## config.mk

```make
export PLATFORM = sky130hd
export DESIGN_NAME = tea_stage
export DESIGN_NICKNAME = d
export VERILOG_FILES = /design/src/rtl/tea_pkg.sv /design/src/rtl/tea_stage.sv
export SDC_FILE = /design/constraint.sdc
export NUM_CORES = 1
export LEC_CHECK = 0
export CORE_ASPECT_RATIO = 2
export CORE_MARGIN = 2
export CORE_UTILIZATION = 33
export CTS_CLUSTER_SIZE = 10
export DETAILED_ROUTE_END_ITERATION = 12
export DONT_BUFFER_PORTS = 1
export REMOVE_ABC_BUFFERS = 1
export SLEW_MARGIN = 20
export SYNTH_ARGS = -nofsm -noshare
export SYNTH_HDL_FRONTEND = slang
export SYNTH_SLANG_ARGS = --single-unit
```

## constraint.sdc

```tcl
create_clock -name clk -period 2.1 [get_ports clk]
set_input_delay 0 -clock clk [delete_from_list [all_inputs] [get_ports clk]]
set_output_delay 0 -clock clk [all_outputs]
set_load 0.005 [all_outputs]
```

## src/rtl/tea_pkg.sv

```systemverilog
// Shared types, constants and the round mixing function of the TEA cipher block.
// Used by every module under rtl except tea_checker; depends on nothing else.
package tea_pkg;

    localparam int unsigned WORD_W     = 32;
    localparam int unsigned KEY_WORDS  = 4;
    localparam int unsigned KEY_IDX_W  = 2;
    localparam int unsigned ROUNDS_DEF = 32;
    localparam logic [WORD_W-1:0] DELTA = 32'h9e37_79b9;

    // Register indexes of the configuration port.
    localparam logic [KEY_IDX_W-1:0] REG_KEY_WORD0 = 2'd0;
    localparam logic [KEY_IDX_W-1:0] REG_KEY_WORD1 = 2'd1;
    localparam logic [KEY_IDX_W-1:0] REG_KEY_WORD2 = 2'd2;
    localparam logic [KEY_IDX_W-1:0] REG_KEY_WORD3 = 2'd3;

    // Mode codes carried in tuser.
    localparam logic MODE_ENCRYPT = 1'b0;
    localparam logic MODE_DECRYPT = 1'b1;

    typedef logic [KEY_WORDS-1:0][WORD_W-1:0] tea_key_t;

    typedef struct packed {
        logic [WORD_W-1:0] right;
        logic [WORD_W-1:0] left;
    } tea_block_t;

    typedef struct packed {
        logic       mode;
        tea_block_t blk;
    } tea_item_t;

    // One TEA mix term: ((w << 4) + ka) ^ (w + s) ^ ((w >> 5) + kb), all modulo 2^32.
    function automatic logic [WORD_W-1:0] tea_mix(
        input logic [WORD_W-1:0] w,
        input logic [WORD_W-1:0] s,
        input logic [WORD_W-1:0] ka,
        input logic [WORD_W-1:0] kb
    );
        logic [WORD_W-1:0] term_a;
        logic [WORD_W-1:0] term_b;
        logic [WORD_W-1:0] term_c;
        term_a = (w << 4) + ka;
        term_b = w + s;
        term_c = (w >> 5) + kb;
        return term_a ^ term_b ^ term_c;
    endfunction

endpackage

```

## src/rtl/tea_stage.sv

```systemverilog
// One half-round pipeline stage of the TEA cipher: updates one word of the block.
// Depends on tea_pkg for the item type, key type and mixing function.
module tea_stage #(
    parameter logic             FIRST   = 1'b1,
    parameter logic [31:0]      SUM_ENC = 32'h0,
    parameter logic [31:0]      SUM_DEC = 32'h0
) (
    input  logic               clk,
    input  logic               rst_n,
    input  logic               en,
    input  logic               in_valid,
    input  tea_pkg::tea_item_t in_item,
    input  tea_pkg::tea_key_t  key,
    output logic               out_valid,
    output tea_pkg::tea_item_t out_item
);
    import tea_pkg::*;

    logic              upd_left;
    logic [WORD_W-1:0] src_word;
    logic [WORD_W-1:0] tgt_word;
    logic [WORD_W-1:0] key_a;
    logic [WORD_W-1:0] key_b;
    logic [WORD_W-1:0] round_sum;
    logic [WORD_W-1:0] mix_val;
    logic [WORD_W-1:0] new_word;
    logic              valid_reg;
    tea_item_t         item_reg;
    tea_item_t         item_next;

    // Encryption updates left then right; decryption runs the halves the other way round.
    assign upd_left  = FIRST ? (in_item.mode == MODE_ENCRYPT) : (in_item.mode == MODE_DECRYPT);
    assign src_word  = upd_left ? in_item.blk.right : in_item.blk.left;
    assign tgt_word  = upd_left ? in_item.blk.left  : in_item.blk.right;
    assign key_a     = upd_left ? key[0] : key[2];
    assign key_b     = upd_left ? key[1] : key[3];
    assign round_sum = (in_item.mode == MODE_DECRYPT) ? SUM_DEC : SUM_ENC;
    assign mix_val   = tea_mix(src_word, round_sum, key_a, key_b);
    assign new_word  = (in_item.mode == MODE_DECRYPT) ? (tgt_word - mix_val)
                                                      : (tgt_word + mix_val);

    // Build the next item with the one updated word.
    always_comb
    begin
        item_next = in_item;
        if (upd_left)
        begin
            item_next.blk.left = new_word;
        end
        else
        begin
            item_next.blk.right = new_word;
        end
    end

    // Valid bit register; cleared by reset.
    always_ff @(posedge clk or negedge rst_n)
    begin
        if (!rst_n)
        begin
            valid_reg <= 1'b0;
        end
        else if (en)
        begin
            valid_reg <= in_valid;
        end
    end

    // Payload register; needs no reset.
    always_ff @(posedge clk)
    begin
        if (en && in_valid)
        begin
            item_reg <= item_next;
        end
    end

    assign out_valid = valid_reg;
    assign out_item  = item_reg;

endmodule

```

# Word-level counts from Yosys, hierarchy flattened
# Cells that the tools add are included.
dict set report totals {
  ff_bits 66
  inputBits 197
  output_inout_bits 66
  elab_cells 18
}
dict set report classes {
  add_sub_neg 4
  muxes 7
  bitwise_logic 2
  reduce_logical 1
}
# cell count
set op_table {}
lappend op_table {{32-bit 2-to-1 mux} 7}
lappend op_table {{32-bit adder} 2}
lappend op_table {{32-bit XOR} 2}
lappend op_table {{27-bit by 32-bit adder with 32-bit output} 1}
lappend op_table {{32-bit subtractor} 1}
lappend op_table {{1-bit logical AND} 1}

# Logic depth before layout (Yosys ltp)
# Gate-level depths: netlist of the first run.
dict set report logic_depth {
  depth_word 7
  mapped_depth 32
  depth_no_buf 26
}

# Worst setup path after synthesis of the first run
# Ideal clock, no wire load.
dict set report synth_path {
  path_kind {input to register}
  startpoint {input in_item[64] (netlist bit)}
  endpoint {register item_reg, in the netlist out_item[31], data pin}
  arrival_time_ns 6.320
  required_time_ns 1.842
  path_slack_ns -4.478
  stages 31
  path_buffers 7
  path_cell_list {buf_6 buf_6 buf_4 clkbuf_8 clkbuf_8 clkbuf_1 clkbuf_1 mux2_2 ha_1 fa_1 a211oi_1 o21bai_1 a21oi_1 xnor2_1 and4_1 and4bb_1 nor2b_1 nor2_1 xnor2_1 ha_1 nand2_1 a2111oi_0 nor4_2 a21oi_1 o41a_1 a211oi_1 nor3_1 o41ai_2 xor2_1 and4_2 o31ai_2}
}
# element line
set synth_lines {}
lappend synth_lines {{start, declared} tea_stage.sv:12} ;# input tea_pkg::tea_item_t in_item,
lappend synth_lines {{end signal, assigned} tea_stage.sv:74} ;# item_reg <= item_next;
lappend synth_lines {{end, declared} tea_stage.sv:28} ;# tea_item_t item_reg;

==> run summary, run 1 <==
Status = finished with violations
Violated checks = negative setup slack
Placeable Area = 30000 um2
First-pass GRT wire length = 50400 um
Post-Synth Simple-Gate Area = 17.7%
Placement Cell Area = 12600 um2
Xor/xnor cell area share of the yosys netlist = 16.3%
Clk buf depth = 2
Antenna violations before repair = 2
Root buffer cell = clkbuf_16
Final Cell Area = 14800 um2
Cts bufs inserted = 9
Critical Path Source = in_item[64]
Final-layout fill cell count = 2809
Antenna viol nets, final = 0
Die W = 127 um
Headroom to the max-slew limit = 67.9%
Setup Skew = 0 ns
Most frequent cell after synthesis = nand2_1
Largest family of logic cells by synthesized area = compound AO/OA/AOI/OAI gates
Port buffer count = 0
Area growth, synth to finish = 48.0%
Critical path depth = 26
RSZ-0062 raised after global routing = true
Buf/Inv on CP = 1
Max_cap viols = 0
Drt total wl = 32300 um
Reg2reg path depth = 2
Die Footprint = 31800 um2
Final hold viol count = 0
Final Cycle Share = 260%
1st-iter DRT viols = 459
Hold Crit Class = input port to flip-flop
Final Max Slew Viols = 0
Crit path to = out_item[31]$_DFFE_PP_
Final net count = 1822
Count of unique library cells instantiated by Yosys = 92
WS Path Type = input port to flip-flop
Max VDD drop = 0.531 mV
Area contributors post-synth = edfxtp_1 (20%), xnor2_1 (11%), ha_1 (11%), mux2_2 (10%), nand2_1 (6.0%)
Initial Util = 33.4%
Fmax = 183 MHz
CP Data Arrival Time = 5.55 ns
Routability cong. = 0.925
Yosys top cell by area = edfxtp_1
Layout cell share with drive strength beyond 1 = 41.7%
LEAKAGE = 6.56 nW
Complex-gate fraction of the synthesized area = 19.9%
Avg Cell Area, Syn = 8.68 um2
Drc violations = 0
Row cnt = 90
Cells after Synth = 1152
Synth Register Bits = 66
Vias per cell = 5.27
Slowest stage delay, CP = 0.45 ns
DRT Pass-1 Iters = 5
# IOs = 263
Worst reg2reg setup slack = 0.78 ns
Critical path's top delay family = compound AO/OA/AOI/OAI gates
Post-synth ARST share = 1.52%
Yosys warning total = 0
Gr usage total = 19.7%
Most common flop cell mapped by yosys = edfxtp_1
Clock tree sinks = 66
Via count = 10.1k
Pre-CTS setup slack = -3.60 ns
HPWL after DPL = 25500 um
PD cells = 1260 nW/um2
EDFF count, synth = 65
Commonest cells in the netlist = nand2_1 (160), xnor2_1 (127), mux2_2 (90), ha_1 (86), a21oi_1 (76)
RR Startpoint = out_valid$_DFFE_PN0P_
Post-synthesis mux area share = 11.4%
DR WL/cell = 16.9 um
WP data required = 2.20 ns
Deepest level of the CTS H-tree = 3
Endpoints failing setup = 62
Synth top area share = 19.5%
Post-CTS Hold Fix Bufs = 63
Post-synthesis sequential area ratio = 19.8%
Synth Area in Adders = 11.4%
R2R Path End = out_valid$_DFFE_PN0P_
CP max stage cell = o41a_1
Number of global-route vias before repair = 10.3k
Critical Path Fanout Max = 185
Synth Cell Area = 10000 um2
Final min period = 5.45 ns
Largest net degree at the start of global routing = 186
Slew at the pin closest to its max-slew limit = 0.478 ns
Die Ht = 250 um
CTS tree = built
Global route overflow = 0
Clk Latency, worst-skew pair = 0.35 ns
Clk pin slew, worst setup/hold paths = 0.06 ns
Final WS setup = -3.35 ns
CP endpoint kind = flip-flop
Nature of the critical path startpoint = input port
==> worst register-to-register path, stage by stage, from the launching register on <==
cell and delay (ns):
dfrtp_1 0.39, mux2_2 0.26, dlygate4sd3_1 0.55
==> repair_timing <==
item	4_1_cts	5_1_grt
gates resized for setup	91	124
endpoints found under the setup margin	62	62
pin swaps	64	121
gates cloned	0	0
endpoints found under the hold margin	62	1
setup buffers	24	30
==> worst min path at each step <==
stage,startpoint,to,cells past startpoint
2_1_floorplan,rst_n,out_valid$_DFFE_PN0P_,0
3_3_place_gp,rst_n,out_valid$_DFFE_PN0P_,0
3_5_place_dp,rst_n,out_valid$_DFFE_PN0P_,0
4_1_cts,in_item[64],out_item[39]$_DFFE_PP_,1
5_1_grt,in_item[58],out_item[58]$_DFFE_PP_,2
6_report,in_item[58],out_item[58]$_DFFE_PP_,2
==> layout by cell type (no fill, tap or decap), types with 27 or more instances in the layout <==
cell type        n
a21o_1          52
a21oi_1         50
buf_4          323
dlygate4sd3_1   62
edfxtp_1        65
ha_1            80
inv_1           27
mux2_2          84
nand2_1        153
nor2_1          55
o21ai_0         30
xnor2_1        102
xor2_1          42
==> power by group <==
group	internal (mW)	total, mW	switching (mW)
registers	2.04	2.19	0.145
logic	8.12	15.1	7.02
clock network	0.793	1.35	0.560
==> sequential cells by signal (all words and copies together) (netlist names) <==
register,cells
out_item,65
out_valid,1
==> layout make-up <==
cell class	instances	area (um2)	area share [%]
tap	368	460	3.11
inverter	29	111	0.753
clock buffer	11	233	1.57
timing repair buffer	411	3360	22.7
clock inverter	5	32.5	0.220
multi-input combinational	1019	8630	58.3
sequential	66	1980	13.4
antenna	1	2.50	0.0169
==> metal layers <==
layer  GRT usage [%]  share of wire, %  vias to the layer above
li1                -                 -                     4978
met4            7.76               3.6                        2
met2            35.0                51                      295
met1            23.6                41                     4715
met3            2.88               4.3                       74
met5               0             0.040                        -
==> per-stage QoR <==
stage	util [%]	TNS (ns)	power, mW	std cells	hold slack (ns)
floorplan	-	-113.73	9.39	1114	-0.296
global placement	42.0	-140.44	13.5	1795	-0.296
detailed placement	42.0	-144.81	13.7	1795	-0.296
CTS	46.9	-114.48	16.6	1898	-0.0119
global route	49.4	-137.52	20.1	1909	0.0278
finish	49.4	-134.95	18.7	1910	0.00500
==> kinds of logic (layout without fill, tap and decap cells) <==
logic type / after synthesis / after routing
fa+ha+maj: 89 / 89
xor+xnor: 179 / 179
flops: 66 / 66
other cells: 0 / 1
mux: 101 / 101
simple gates: 363 / 363
compound gates: 287 / 287
buf+inv: 67 / 456
Power figures use the tool's default switching activity.
==> inputs of run 2 (changes only) <==
--- a/config.mk
+++ b/config.mk
@@ -11,6 +11,7 @@
 export CTS_CLUSTER_SIZE = 10
 export DETAILED_ROUTE_END_ITERATION = 12
 export DONT_BUFFER_PORTS = 1
+export PLACE_DENSITY = 0.47
 export REMOVE_ABC_BUFFERS = 1
 export SLEW_MARGIN = 20
 export SYNTH_ARGS = -nofsm -noshare
==> run 2 against run 1 <==
Compared with the run above:
- the flow still finishes with violations (negative setup slack)
- non-clock buffer count increased by 13
- clock-buffer cell count decreased by 1
- cell area down 0.35%
- power decreased by 5.0%
- clock skew is the same
- sequential cell count is the same
- critical path type unchanged
==> run summary, run 2 (synthesis results as in run 1) <==
Crit path to = out_item[31]$_DFFE_PP_
Worst reg2reg setup slack = 0.77 ns (about the same)
Final-layout fill cell count = 2864 (+2.0%)
Final Cell Area = 14700 um2 (-0.35%)
Final net count = 1835 (+0.71%)
First-pass GRT wire length = 51400 um (+2.0%)
Final Max Slew Viols = 0 (unchanged)
Slew at the pin closest to its max-slew limit = 0.671 ns (+0.193 ns)
HPWL after DPL = 26200 um (+2.5%)
Hold Crit Class = input port to flip-flop
Die Ht = 250 um (unchanged)
Fmax = 189 MHz (+3.2%)
Largest net degree at the start of global routing = 189 (+1.6%)
Global route overflow = 0 (unchanged)
Endpoints failing setup = 63 (+1.6%)
Final hold viol count = 0 (unchanged)
Placeable Area = 30000 um2 (unchanged)
Vias per cell = 5.12 (-2.9%)
RR Startpoint = out_valid$_DFFE_PN0P_
Final min period = 5.28 ns (-0.169 ns)
R2R Path End = out_valid$_DFFE_PN0P_
Row cnt = 90 (unchanged)
Critical Path Source = in_item[64]
Max VDD drop = 0.558 mV (+5.1%)
Placement Cell Area = 12800 um2 (+1.4%)
Initial Util = 33.4% (unchanged)
CTS tree = built
Final Cycle Share = 252% (-8.0 points)
Antenna viol nets, final = 0 (unchanged)
Gr usage total = 20.3% (+0.60 points)
Clk Latency, worst-skew pair = 0.34 ns (about the same)
Port buffer count = 0 (unchanged)
Routability cong. = 0.890 (-3.8%)
DR WL/cell = 17.1 um (+1.2%)
Antenna violations before repair = 0 (-2)
Slowest stage delay, CP = 0.43 ns (-0.02 ns)
Critical Path Fanout Max = 188 (+1.6%)
Status = finished with violations
Via count = 9832 (-2.3%)
Die Footprint = 31800 um2 (unchanged)
Root buffer cell = clkbuf_16
CP Data Arrival Time = 5.38 ns (-0.17 ns)
# IOs = 263 (unchanged)
Fin cells = 1922 (+0.63%)
WS Path Type = input port to flip-flop
CP endpoint kind = flip-flop
Area growth, synth to finish = 47.5%
Violated checks = negative setup slack
Number of global-route vias before repair = 10.1k (-1.5%)
Max_cap viols = 0 (unchanged)
LEAKAGE = 6.57 nW (about the same)
Final WS setup = -3.18 ns (+0.169 ns)
N_diodes = 0 (-1)
Clk buf depth = 2 (unchanged)
Drt total wl = 32900 um (+1.8%)
Nature of the critical path startpoint = input port
Cts bufs inserted = 9 (unchanged)
Most common cell after layout, fill and taps aside = buf_4
Most frequent cells in the layout = buf_4 (343), nand2_1 (148), xnor2_1 (108)
Die W = 127 um (unchanged)
Deepest level of the CTS H-tree = 3 (unchanged)
Placed Cells = 1815 (+1.1%)
Largest register FFs = 65 (unchanged)
Final hold slack = 0.0214 ns (+0.0163 ns)
Clock tree sinks = 66 (unchanged)
Clk pin slew, worst setup/hold paths = 0.06 ns (about the same)
RSZ-0062 raised after global routing = true
DRT Pass-1 Iters = 5 (unchanged)
CP max stage cell = mux2_4
1st-iter DRT viols = 343 (-25%)
Core Util, Final = 49.2% (-0.17 points)
WP data required = 2.19 ns (about the same)
PD cells = 1200 nW/um2 (-4.6%)
Layout cell share with drive strength beyond 1 = 40.9% (-0.86 points)
Drc violations = 0 (unchanged)
Headroom to the max-slew limit = 55.2% (-13 points)
Setup Skew = 0 ns (unchanged)
Reg2reg path depth = 2 (unchanged)
## run 2: final cells by class
class / instances / area (um2) / share of cell area (%)
flip-flops and latches: 66 / 1980 / 13.4
clock buffers: 10 / 229 / 1.55
inverters: 29 / 111 / 0.755
clock inverters: 6 / 33.8 / 0.229
well taps: 368 / 460 / 3.12
repair buffers: 424 / 3440 / 23.3
multi-input cells: 1019 / 8500 / 57.6
## run 2: per-layer routing
| metal | global-route usage (%) | vias to the layer above | share of wire, % |
|---|---|---|---|
| met2 | 36.6 | 203 | 51 |
| met1 | 25.3 | 4590 | 44 |
| met4 | 5.31 | 0 | 1.8 |
| met5 | 0 | - | 0 |
| met3 | 2.48 | 33 | 3.4 |
| li1 | - | 5006 | - |
## run 2: worst min-delay path by stage
| stage | start | endpoint | slack, ns | cells past startpoint |
|---|---|---|---|---|
| 6_report | in_item[10] | out_item[10]$_DFFE_PP_ | 0.02 | 2 |
| 5_1_grt | in_item[10] | out_item[10]$_DFFE_PP_ | 0.02 | 2 |
| 4_1_cts | in_item[7] | out_item[7]$_DFFE_PP_ | 0.009 | 2 |
| 3_5_place_dp | rst_n | out_valid$_DFFE_PN0P_ | -0.30 | 0 |
| 3_3_place_gp | rst_n | out_valid$_DFFE_PN0P_ | -0.30 | 0 |
| 2_1_floorplan | rst_n | out_valid$_DFFE_PN0P_ | -0.30 | 0 |
## run 2: power breakdown
group          internal [mW]  switching [mW]
logic                   7.57            6.59
clock network          0.789           0.607
registers               2.04           0.152
## run 2: timing repair
item                                   in CTS  in global routing
resized for setup                          86                 86
cloned                                      0                  0
setup endpoints to repair                  62                 62
hold buffers                               67                  0
endpoints found under the hold margin      63                  0
setup buffers                               9                 16
pin swaps                                  58                 46
## run 2: per-stage QoR
stage / worst slack (ns) / setup TNS, ns / power (mW)
6_report: -3.18 / -131.50 / 17.8
5_1_grt: -3.31 / -138.92 / 19.2
4_1_cts: -2.98 / -113.55 / 16.6
3_5_place_dp: -3.68 / -146.13 / 14.1
3_3_place_gp: -3.62 / -145.31 / 13.9
2_1_floorplan: -3.12 / -113.73 / 9.39
## run 2: worst max-delay path: cells and delay by family
family                     cells  cell delay (ns)
AOI/OAI and AO/OA              8             1.73
and+or+nand+nor                7             1.04
adders and majority gates      3             0.85
xor gates and xnor gates       4             0.73
muxes                          1             0.43
buffers and inverters          3             0.39
