===== src/rtl/tea_pkg.sv =====
// Shared types, constants and the round mixing function of the TEA cipher block.
// Used by every module under rtl except tea_checker; depends on nothing else.
package tea_pkg;

    localparam int unsigned WORD_W     = 32;
    localparam int unsigned KEY_WORDS  = 4;
    localparam int unsigned KEY_IDX_W  = 2;
    localparam int unsigned ROUNDS_DEF = 32;
    localparam logic [WORD_W-1:0] DELTA = 32'h9e37_79b9;

    // Register indexes of the configuration port.
    localparam logic [KEY_IDX_W-1:0] REG_KEY_WORD0 = 2'd0;
    localparam logic [KEY_IDX_W-1:0] REG_KEY_WORD1 = 2'd1;
    localparam logic [KEY_IDX_W-1:0] REG_KEY_WORD2 = 2'd2;
    localparam logic [KEY_IDX_W-1:0] REG_KEY_WORD3 = 2'd3;

    // Mode codes carried in tuser.
    localparam logic MODE_ENCRYPT = 1'b0;
    localparam logic MODE_DECRYPT = 1'b1;

    typedef logic [KEY_WORDS-1:0][WORD_W-1:0] tea_key_t;

    typedef struct packed {
        logic [WORD_W-1:0] right;
        logic [WORD_W-1:0] left;
    } tea_block_t;

    typedef struct packed {
        logic       mode;
        tea_block_t blk;
    } tea_item_t;

    // One TEA mix term: ((w << 4) + ka) ^ (w + s) ^ ((w >> 5) + kb), all modulo 2^32.
    function automatic logic [WORD_W-1:0] tea_mix(
        input logic [WORD_W-1:0] w,
        input logic [WORD_W-1:0] s,
        input logic [WORD_W-1:0] ka,
        input logic [WORD_W-1:0] kb
    );
        logic [WORD_W-1:0] term_a;
        logic [WORD_W-1:0] term_b;
        logic [WORD_W-1:0] term_c;
        term_a = (w << 4) + ka;
        term_b = w + s;
        term_c = (w >> 5) + kb;
        return term_a ^ term_b ^ term_c;
    endfunction

endpackage


===== src/rtl/tea_skid.sv =====
// Output register with a skid entry that decouples the pipeline from the result stream.
// Depends on tea_pkg for the block type.
module tea_skid (
    input  logic                clk,
    input  logic                rst_n,
    input  logic                in_valid,
    input  tea_pkg::tea_block_t in_blk,
    output logic                in_ready,
    output logic                out_valid,
    input  logic                out_ready,
    output tea_pkg::tea_block_t out_blk
);
    import tea_pkg::*;

    logic       out_valid_reg;
    logic       skid_valid_reg;
    tea_block_t out_blk_reg;
    tea_block_t skid_blk_reg;
    logic       take_in;
    logic       out_busy;

    assign in_ready = !skid_valid_reg;
    assign take_in  = in_valid && !skid_valid_reg;
    assign out_busy = out_valid_reg && !out_ready;

    // Control flags: output occupied, skid occupied.
    always_ff @(posedge clk or negedge rst_n)
    begin
        if (!rst_n)
        begin
            out_valid_reg  <= 1'b0;
            skid_valid_reg <= 1'b0;
        end
        else
        begin
            if (skid_valid_reg)
            begin
                if (out_ready)
                begin
                    skid_valid_reg <= 1'b0;
                end
            end
            else if (take_in && out_busy)
            begin
                skid_valid_reg <= 1'b1;
            end
            if (!out_busy)
            begin
                out_valid_reg <= skid_valid_reg || take_in;
            end
        end
    end

    // Payload registers.
    always_ff @(posedge clk)
    begin
        if (take_in && out_busy)
        begin
            skid_blk_reg <= in_blk;
        end
        if (!out_busy)
        begin
            out_blk_reg <= skid_valid_reg ? skid_blk_reg : in_blk;
        end
    end

    assign out_valid = out_valid_reg;
    assign out_blk   = out_blk_reg;

endmodule


===== config.mk =====
export PLATFORM = sky130hd
export DESIGN_NAME = tea_skid
export DESIGN_NICKNAME = d
export VERILOG_FILES = /design/src/rtl/tea_pkg.sv /design/src/rtl/tea_skid.sv
export SDC_FILE = /design/constraint.sdc
export NUM_CORES = 1
export LEC_CHECK = 0
export BUFFER_PORTS_ARGS = -buffer_cell sky130_fd_sc_hd__buf_2
export CORE_MARGIN = 4
export CORE_UTILIZATION = 50
export DETAILED_ROUTE_END_ITERATION = 8
export PLACE_DENSITY = 0.74
export SLEW_MARGIN = 20
export SYNTH_ARGS = -nofsm -noshare
export SYNTH_HDL_FRONTEND = slang
export SYNTH_SLANG_ARGS = --single-unit

===== constraint.sdc =====
create_clock -name clk -period 10.4 [get_ports clk]
set_input_delay 1.04 -clock clk [delete_from_list [all_inputs] [get_ports clk]]
set_output_delay 1.04 -clock clk [all_outputs]
set_load 0.02 [all_outputs]

# Word level (Yosys, flattened, before mapping)
# Index checks and enable logic that the tools add are counted.
# totals
regBits,130
input_bits,68
output_inout_bits,66
word_cells,16
# op_classes
n_mux,4
reduce_logical,6
# ops
operator,count
64-bit 2-to-1 mux,1
1-bit logical AND,3
1-bit 2-to-1 mux,3
1-bit logical NOT,2
1-bit logical OR,1

# Logic depth before layout (Yosys ltp)
# Gate-level depths: netlist (run 1).
# depth
word_depth,5
depth_mapped,5
ltp_nobuf,2

# Least setup slack after synthesis (run 1)
# OpenSTA, ideal clock, no wires.
# synth_path
kind,input-to-reg
from,input port out_ready
to,register skid_blk_reg[0] in the netlist's numbering (enable)
setup_time_ns,0.578
arrival_time_ns,7.409
t_required_ns,9.822
path_slack_ns,2.414
path_stages,2
n_path_buf,0
cell_sequence,nand2b_1 > nor3b_1
# synth_between
elab_chain_len,3
# synth_rtl
item,line_no,rtl
from (decl),tea_skid.sv:10,"input logic out_ready,"
1-bit logical NOT,tea_skid.sv:24,assign out_busy = out_valid_reg && !out_ready;
1-bit logical AND,tea_skid.sv:24,
1-bit logical AND,tea_skid.sv:57,if (take_in && out_busy)
to (signal assigned),tea_skid.sv:59,skid_blk_reg <= in_blk;
to (decl),tea_skid.sv:18,tea_block_t skid_blk_reg;
# Every way passes these cells.
# A chain may end at the register's enable or synchronous reset.

# Final worst setup path (run 1)
# layout_path
from,register skid_valid_reg
to,output port in_ready
# layout_between
elab_chain_len,1
# layout_rtl
item,line_no,rtl
from (decl),tea_skid.sv:16,logic skid_valid_reg;
from (signal assigned),tea_skid.sv:32,skid_valid_reg <= 1'b0;
from (signal assigned),tea_skid.sv:40,skid_valid_reg <= 1'b0;
from (signal assigned),tea_skid.sv:45,skid_valid_reg <= 1'b1;
1-bit logical NOT,tea_skid.sv:22,assign in_ready = !skid_valid_reg;
to (decl),tea_skid.sv:8,"output logic in_ready,"
# Every way passes these cells.

==> flow_metrics.py, run 1 <==
metrics = {
    "worst_setup_path": {
        "r2r_end": "skid_blk_reg[24]",
        "cpPeakStageDelay_ns": 1.06,
        "cp-start-kind": "flop",
        "r2r_cells": 3,
        "cp.buffers_inverters": 2,
        "crit_arrival_ns": 1.85,
        "end_kind": "output pin",
        "critPathTopFamily": "flip-flops",
        "crit_chain": "inv_1, buf_2",
        "cpMaxStageDelayCell": "dfrtp_4",
        "path_max_fanout": 68,
        "r2r_start": "out_valid",
        "critPathKind": "flop to output pin",
        "worst-r2r-setup-slack_ns": 8.05,
        "crit_start": "skid_valid_reg",
        "crit_required_ns": 9.36,
    },
    "die": {
        "die_height_um": 106,
        "fp-row-count": 35,
        "io_pins": 134,
        "die_w_um": 106,
        "fp.dieArea_um2": 11200,
        "core-area_um2": 9280,
        "initial_core_util_pct": 51.4,
    },
    "sta": {
        "post-route-period-util_pct": 27.8,
        "rsz0062_at_grt": "false",
        "fmax_mhz": 346,
        "tns_ns": 0,
        "relSlewSlack_pct": 35.4,
        "finalHoldViolCount": 0,
        "worst_pin_slew_ns": 0.969,
        "fin_skew_ns": 0.00793,
        "setup_viol_count_final": 0,
        "period_needed_ns": 2.89,
        "timing.final.max_slew_violations": 0,
        "setup_slack_ns": 7.51,
    },
    "global_routing": {
        "grt_usage_pct": 14.8,
        "grt_max_degree": 69,
        "antenna_found_initial": 0,
        "grt_pass1_vias": 2376,
        "grt_pass1_wl_um": 12400,
        "grt.overflow.total": 0,
    },
    "placed_design": {
        "gp_congestion": 0.707,
        "port_buffers": 133,
        "hpwlAfterDp_um": 5150,
        "pre_cts_ws_ns": 7.20,
    },
    "synth": {
        "avgSynthCellArea_um2": 22.8,
        "synth_top_family_by_area": "multiplexers",
        "muxShareOfSynthArea_pct": 16.4,
        "ys_warn_count": 0,
        "synth-simple-area-share_pct": 0.524,
        "synthXorXnorAreaFrac_pct": 0,
        "syn_nets": 277,
        "synth_adder_area_share_pct": 0,
        "ys_seq_area_share_pct": 81.6,
        "synth.distinct_cells": 12,
        "synthesis.area_um2": 4770,
        "ys_ff_latch": 130,
        "synth-compound-area-share_pct": 0.105,
        "synthCells": 209,
    },
    "pwr": {
        "power_frac_seq_pct": 46.7,
        "powerDensity_nw_per_um2": 221,
        "power_frac_clock_pct": 44.7,
        "p_sw_share_pct": 22.1,
        "leakage_nw": 2.39,
        "p_switching_uw": 303,
        "intPower_mw": 1.06,
        "irDropWorstVdd_mv": 0.128,
        "combPwrFrac_pct": 8.6,
    },
    "clocking": {
        "cts.path.max_buffers": 2,
        "cts.clk_slew.worst_paths_ns": 0.06,
        "cts_tree": "done",
        "postCtsSetupBuffers": 0,
        "numCtsBuffers": 17,
        "htree_num_levels": 4,
        "cts.hold.buffers_added": 0,
        "post_cts_resized": 0,
        "clk_latency_ns": 0.51,
        "cts_num_sinks": 130,
        "cts_root_buffer": "clkbuf_8",
    },
    "cells_and_area": {
        "layout_commonest_cell": "buf_2",
        "final-seq-area_um2": 3900,
        "area_growth_syn_to_layout_pct": 29.4,
        "drive_above_1_share_pct": 63.2,
        "n_fill_cell": 658,
        "multi_input_area_um2": 823,
        "antenna_cells": 0,
        "final_net_count": 422,
        "final_cell_mix": "buf_2, edfxtp_1, mux2_2, mux2_4, clkbuf_16",
    },
    "route": {
        "wl_um": 8050,
        "wl_met2_um": 3860,
        "via_per_inst": 4.83,
        "wl_per_cell_um": 16.2,
        "wl_met3_um": 614,
        "drt_iter0_markers": 81,
        "drt_pass1_iterations": 4,
        "postRouteAntennaNets": 0,
        "vias": 2394,
        "m1WireLength_um": 3500,
        "dr.max_layer_used": "met4",
        "drc": 0,
    },
    "outcome": {
        "status": "completed",
    },
    "job": {
        "drv_cap": 0,
    },
    "worst_hold_path": {
        "min_path_type": "input port to asynchronous set/reset pin",
    },
}
## worst register-to-register path: stages (launching register included)
cell and delay [ns]:
dfrtp_1 0.40, nand2b_4 0.48, nor3b_2 0.35, buf_4 0.65
## cells in the mapped netlist (all sizes together)
master / n / area (µm²)
inv: 1 / 3.75
nor3b: 1 / 7.51
mux2: 64 / 781
nand2b: 1 / 6.26
buf: 8 / 65.1
dfrtp: 2 / 50.1
edfxtp: 128 / 3840
nor2: 2 / 7.51
a21oi: 1 / 5.00
nand2: 1 / 3.75
## routing by layer
layer  vias to the layer above  global-route usage [%]
met4                         0                    7.49
met1                      1160                    19.6
met5                         -                       0
li1                       1127                       -
met3                         8                    4.96
met2                        99                    21.8
## per-stage QoR
step | util [%] | area (µm²) | std cells | hold slack (ns) | power [mW]
2_1_floorplan | - | 4770 | 209 | 0.523 | 0.724
3_3_place_gp | 59.9 | 5560 | 464 | 0.528 | 0.765
3_5_place_dp | 59.9 | 5560 | 464 | 0.532 | 0.769
4_1_cts | 66.5 | 6180 | 496 | 0.279 | 1.38
5_1_grt | 66.5 | 6180 | 496 | 0.291 | 1.42
6_report | 66.5 | 6180 | 496 | 0.308 | 1.37
## cell families (layout without fill, tap and decap cells)
| group | after synthesis | in the layout |
|---|---|---|
| AOI/OAI and AO/OA | 1 | 1 |
| buffers and inverters | 9 | 167 |
| DFF | 130 | 130 |
| muxes | 64 | 64 |
| and+or+nand+nor | 5 | 5 |
## power groups by stage
stage	clock network [mW]	logic, mW	registers, mW
finish	0.612	0.117	0.639
global route	0.649	0.125	0.643
CTS	0.624	0.119	0.640
detailed placement	0	0.119	0.650
global placement	0	0.116	0.649
floorplan	0	0.0485	0.675
## cell type report
cell class                      count  area share (%)
Multi-Input combinational cell     70            13.3
Inverter                            1          0.0608
Sequential cell                   130            63.1
Clock buffer                       18            6.76
Clock inverter                     14            3.26
Timing Repair Buffer              134            10.9
Tap cell                          129            2.61
## how the worst max path moves through the flow
stage               slack (ns)  cells after the start         endpoint
floorplan                 2.41                      2  skid_blk_reg[0]
global placement          7.29                      4  skid_blk_reg[5]
detailed placement        7.20                      4  skid_blk_reg[8]
CTS                       7.44                      2         in_ready
global route              7.38                      2         in_ready
finish                    7.51                      2         in_ready
(Power assumes the default switching activity.)
==> run 2, diff against run 1 <==
- ABC_AREA: unset -> 1
- CORE_UTILIZATION: 50 -> 46
- PLACE_DENSITY: 0.74 -> 0.72
- clock period: 10.4 -> 2.4 ns (I/O delays scaled with it)
==> run 2 against run 1 <==
  * Via count up 34%
  * Final cell count up 42%
  * First-iteration DRC count up 54%
  * Utilization up 1.4 points
  * Global-route usage up 3.0 points
  * Critical path depth up 2
  * Clock power rose to 3.6 times the previous value
  * Power rose to 4.2 times the previous value
  * Sequential power rose to 4.4 times the previous value
  * Combinational power rose to 6.9 times the previous value
  * Area after synthesis down 0.79%
  * Clock skew about the same
==> flow_metrics.py, run 2 <==
metrics = {
    "placed_design": {
        "gp_congestion": 0.743,
        "hpwlAfterDp_um": 5860,
        "port_buffers": 133,
    },
    "global_routing": {
        "grt_max_degree": 66,
        "grt_pass1_wl_um": 15900,
        "grt_usage_pct": 17.7,
        "grt.overflow.total": 0,
        "antenna_found_initial": 0,
        "grt_pass1_vias": 3261,
    },
    "worst_setup_path": {
        "crit_arrival_ns": 1.74,
        "cpMaxStageDelayCell": "dfrtp_2",
        "cpPeakStageDelay_ns": 0.41,
        "crit_chain": "buf_4, inv_2, buf_12, buf_2",
        "crit_required_ns": 2.16,
        "critPathKind": "flop to output pin",
        "path_max_fanout": 32,
        "cp-start-kind": "flop",
        "end_kind": "output pin",
    },
    "synth": {
        "syn_nets": 416,
        "synthTopCellsByArea": "edfxtp_1, nand2_1, buf_2, dfrtp_1, buf_4",
        "netlist.area_leader.share_pct": 81.2,
        "avgSynthCellArea_um2": 13.6,
        "synthCells": 348,
        "ys.flop_type": "edfxtp_1",
        "synthArstFlopShare_pct": 1.54,
        "synth.distinct_cells": 9,
        "synthesis.area_um2": 4740,
        "synth_edf_count": 128,
        "ys_warn_count": 0,
        "synth_most_common_cell": "nand2_1",
        "ys_top_cells_by_count": "nand2_1, edfxtp_1, buf_2",
        "ys_ff_latch": 130,
        "ys_seq_area_share_pct": 82.2,
        "yosysTopAreaCell": "edfxtp_1",
    },
    "sta": {
        "relSlewSlack_pct": 42.8,
        "period_needed_ns": 1.98,
        "timing.final.max_slew_violations": 0,
        "rsz0062_at_grt": "false",
        "setup_viol_count_final": 0,
        "finalHoldViolCount": 0,
        "tns_ns": 0,
        "post-route-period-util_pct": 82.4,
        "fin_skew_ns": 0.00796,
        "worst_pin_slew_ns": 0.858,
        "fmax_mhz": 506,
    },
    "die": {
        "io_pins": 134,
        "fp-row-count": 36,
        "die_height_um": 109,
        "fp.dieArea_um2": 12000,
        "core-area_um2": 9910,
        "initial_core_util_pct": 47.8,
        "die_w_um": 109,
    },
    "cells_and_area": {
        "antenna_cells": 0,
        "final_cell_mix": "nand2_1, buf_2, edfxtp_1, dlygate4sd3_1, clkbuf_16",
        "final_util_pct": 67.9,
        "area_growth_syn_to_layout_pct": 42.1,
        "drive_above_1_share_pct": 28.5,
        "final_net_count": 627,
        "layout_commonest_cell": "nand2_1",
        "n_fill_cell": 703,
    },
    "clocking": {
        "cts.clk_slew.worst_paths_ns": 0.06,
        "cts_root_buffer": "clkbuf_8",
        "clk_latency_ns": 0.50,
        "cts_tree": "done",
        "htree_num_levels": 4,
        "post_cts_resized": 0,
        "numCtsBuffers": 17,
        "cts_num_sinks": 130,
        "cts.path.max_buffers": 2,
    },
    "route": {
        "vias": 3214,
        "via_per_inst": 4.56,
        "wl_um": 9940,
        "drt_pass1_iterations": 4,
        "drc": 0,
        "drt_iter0_markers": 125,
        "postRouteAntennaNets": 0,
        "wl_per_cell_um": 14.1,
    },
    "pwr": {
        "irDropWorstVdd_mv": 0.480,
        "power_frac_seq_pct": 48.5,
        "powerDensity_nw_per_um2": 863,
        "intPower_mw": 4.39,
        "power_frac_clock_pct": 37.6,
        "leakage_nw": 2.95,
        "p_sw_share_pct": 24.5,
        "combPwrFrac_pct": 13.9,
        "p_switching_mw": 1.42,
    },
    "worst_hold_path": {
        "min_path_type": "input port to asynchronous set/reset pin",
    },
    "job": {
        "drv_cap": 0,
    },
    "outcome": {
        "status": "completed",
    },
}
[run 2: final timing paths]
| check | start | end | slack, ns | depth (start not counted) |
|---|---|---|---|---|
| setup reg to reg | skid_valid_reg | out_blk[14] | 0.90 | 5 |
| max in group asynchronous | rst_n | skid_valid_reg | 2.22 | 2 |
| hold / removal | rst_n | out_valid | 0.07 | 2 |
| setup / recovery | skid_valid_reg | in_ready | 0.42 | 4 |
| hold reg to reg | skid_blk_reg[50] | out_blk[50] | 0.51 | 2 |
| min in group clk | in_blk[43] | skid_blk_reg[43] | 0.46 | 2 |
[run 2: metal layers]
metal | track usage (%) | wire length (µm)
met1 | 22.1 | 4080
met2 | 29.2 | 4980
met3 | 4.99 | 660
met4 | 7.66 | 221
met5 | 0 | 0
[run 2: final cells by class]
| class | count | area [µm²] | share of cell area (%) |
|---|---|---|---|
| repair buffers | 206 | 1390 | 20.7 |
| flip-flops and latches | 130 | 3890 | 57.9 |
| multi-input cells | 199 | 756 | 11.2 |
| clock buffers | 21 | 429 | 6.38 |
| inverters | 5 | 18.8 | 0.279 |
| clock inverters | 11 | 70.1 | 1.04 |
| well taps | 133 | 166 | 2.47 |
[run 2: through the flow]
step | area (µm²) | setup WS, ns | hold slack, ns | power (mW) | cells
2_1_floorplan | 4740 | 0.0207 | -0.0556 | 3.31 | 348
3_3_place_gp | 5560 | 0.943 | 0.0298 | 3.57 | 606
3_5_place_dp | 5560 | 0.919 | 0.0309 | 3.59 | 606
4_1_cts | 6730 | 0.393 | 0.0168 | 5.85 | 705
5_1_grt | 6730 | 0.313 | 0.0624 | 6.07 | 705
6_report | 6730 | 0.422 | 0.0692 | 5.81 | 705
[run 2: logic make-up (layout without fill, tap and decap cells)]
logic type             count (synthesis)  count (layout)  share of synthesized area [%]
and+or+nand+nor                      199             199                           15.8
DFF                                  130             130                           82.2
buffers and inverters                 19             243                           1.98
[run 2: worst max-delay path: cells and delay by family (launching register included)]
| kind | cells | cell delay (ns) |
|---|---|---|
| buf+inv | 4 | 0.82 |
| flops | 1 | 0.41 |
[run 2: power by group through the flow]
stage	Combinational (mW)	Clock, mW	Sequential [mW]
2_1_floorplan	0.249	0	3.06
5_1_grt	0.899	2.34	2.83
3_3_place_gp	0.717	0	2.86
3_5_place_dp	0.730	0	2.86
6_report	0.810	2.18	2.82
4_1_cts	0.817	2.22	2.82
[run 2: repair_timing]
item,CTS,global route
buffers inserted,0,0
endpoints found under the hold margin,84,0
hold buffers,67,0
==> run 3, diff against run 2 <==
- CORE_UTILIZATION: 46 -> 50
- PLACE_DENSITY: 0.72 -> 0.74
- clock period: 2.4 -> 2.1 ns (I/O delays scaled with it)
==> run 3 against run 2 <==
  * Critical path depth fell by 2
  * First-iteration DRC count rose by 14%
  * Die area is 7.4% lower
  * Global-route usage grew 1.9 points
  * Count of clock-buffer cells in the layout down 1
  * Final area is 1.1% higher
  * Power is 20% higher
  * Worst setup slack lost 0.24 ns
  * Sequential cell count unchanged
  * Critical path type unchanged
  * Critical endpoint unchanged
==> flow_metrics.py, run 3 (synthesis gave the netlist of run 2 again) <==
metrics = {
    "clocking": {
        "cts_num_sinks": 130,
        "clk_latency_ns": 0.49,
        "cts_tree": "done",
        "cts_root_buffer": "clkbuf_8",
        "cts.path.max_buffers": 2,
        "postCtsSetupBuffers": 0,
        "numCtsBuffers": 17,
        "cts.clk_slew.worst_paths_ns": 0.05,
        "htree_num_levels": 4,
    },
    "job": {
        "drv_cap": 0,
    },
    "die": {
        "die_height_um": 105,
        "fp.dieArea_um2": 11100,
        "die_w_um": 105,
        "core-area_um2": 9240,
        "initial_core_util_pct": 51.3,
        "io_pins": 134,
        "fp-row-count": 35,
    },
    "route": {
        "postRouteAntennaNets": 0,
        "drc": 0,
        "drt_iter0_markers": 142,
        "wl_um": 10400,
        "vias": 3308,
        "wl_per_cell_um": 14.9,
        "drt_pass1_iterations": 4,
        "via_per_inst": 4.73,
    },
    "worst_setup_path": {
        "crit_required_ns": 1.89,
        "cpMaxStageDelayCell": "dfrtp_2",
        "cp.buffers_inverters": 2,
        "path_max_fanout": 26,
        "critPathKind": "flop to output pin",
        "cp-start-kind": "flop",
        "crit_chain": "inv_2, buf_2",
        "crit_arrival_ns": 1.70,
        "end_kind": "output pin",
        "critPathTopFamily": "buffers and inverters",
        "cpPeakStageDelay_ns": 0.55,
    },
    "global_routing": {
        "grt_usage_pct": 19.6,
        "antenna_found_initial": 0,
        "grt_pass1_vias": 3437,
        "grt.overflow.total": 0,
        "grt_max_degree": 66,
        "grt_pass1_wl_um": 16700,
    },
    "sta": {
        "timing.final.max_slew_violations": 0,
        "period_needed_ns": 1.91,
        "rsz0062_at_grt": "false",
        "finalHoldViolCount": 0,
        "tns_ns": 0,
        "fmax_mhz": 522,
        "relSlewSlack_pct": 66.7,
        "post-route-period-util_pct": 91.2,
        "setup_viol_count_final": 0,
        "worst_pin_slew_ns": 0.500,
        "fin_skew_ns": 0.00609,
    },
    "cells_and_area": {
        "n_fill_cell": 613,
        "final_cell_mix": "nand2_1, buf_2, edfxtp_1, dlygate4sd3_1, clkbuf_16",
        "area_growth_syn_to_layout_pct": 43.7,
        "drive_above_1_share_pct": 29.6,
        "final_net_count": 626,
        "layout_commonest_cell": "nand2_1",
        "finalInstanceArea_um2": 6800,
        "final-seq-area_um2": 3890,
        "stdcell_count": 700,
        "antenna_cells": 0,
        "final_util_pct": 73.6,
        "multi_input_area_um2": 751,
    },
    "pwr": {
        "finalPower_mw": 6.96,
        "leakage_nw": 2.97,
        "powerDensity_nw_per_um2": 1020,
        "irDropWorstVdd_mv": 0.659,
    },
    "outcome": {
        "status": "completed",
    },
    "placed_design": {
        "dp_cells": 602,
        "port_buffers": 133,
        "dpl_cell_area_um2": 5580,
        "gp_congestion": 0.765,
        "hpwlAfterDp_um": 6280,
    },
    "worst_hold_path": {
        "min_path_type": "input port to flop",
    },
}
[run 3: changes by cell type in the layout (fill, tap and decap cells not counted)]
| cell | delta |
|---|---|
| clkinv_1 | -5 |
| nand2_2 | +1 |
| dlygate4sd3_1 | -1 |
| clkinv_2 | +1 |
| clkbuf_1 | -1 |
| nand2_4 | -1 |
| bufinv_16 | +2 |
| buf_12 | +2 |
| clkinvlp_4 | +3 |
| inv_2 | -1 |
| buf_4 | -2 |
| clkinv_4 | +1 |
[run 3: worst reg2reg max path, stage by stage (launching register included)]
cell,delay (ns)
dfrtp_2,0.55
inv_2,0.40
buf_4,0.42
nand2_1,0.14
nand2_1,0.08
[run 3: layer usage]
| layer | share of wire [%] | routed length, µm | global-route usage, % |
|---|---|---|---|
| met5 | 0 | 0 | 0 |
| met4 | 1.8 | 185 | 8.25 |
| met3 | 6.7 | 703 | 5.82 |
| met2 | 51 | 5340 | 33.1 |
| met1 | 40 | 4220 | 23.6 |
[run 3: stage by stage]
step	hold slack [ns]	worst slack, ns
2_1_floorplan	-0.0856	0.112
3_3_place_gp	0.0127	0.472
3_5_place_dp	0.0136	0.419
4_1_cts	0.0127	0.125
5_1_grt	0.0201	0.0702
6_report	0.0170	0.185
[run 3: final cells by class]
type                       count  area share [%]
timing repair buffer         205            20.7
clock buffer                  20            6.25
inverter                       5           0.331
sequential                   130            57.2
tap                          129            2.37
clock inverter                12            2.06
multi-input combinational    199            11.0
[run 3: report_power, final]
group / internal (mW) / switching, mW / leakage, nW
Sequential: 3.15 / 0.0797 / 1.26
Combinational: 0.332 / 0.593 / 1.44
Clock: 1.79 / 1.01 / 0.271
[run 3: path summary, 6_finish.rpt]
path	startpoint	end	slack [ns]	cells past startpoint
worst min register to register	skid_blk_reg[21]	out_blk[21]	0.52	2
max in group asynchronous	rst_n	skid_valid_reg	1.93	2
worst min-delay path	out_ready	skid_valid_reg	0.02	4
min in group asynchronous	rst_n	out_valid	0.06	2
worst max register to register	skid_valid_reg	out_blk[20]	0.39	4
worst max-delay path	skid_valid_reg	in_ready	0.19	2
[run 3: what timing repair did]
action | CTS | global route
gates resized for setup | 0 | 0
hold buffers | 66 | 0
endpoints found under the hold margin | 121 | 0
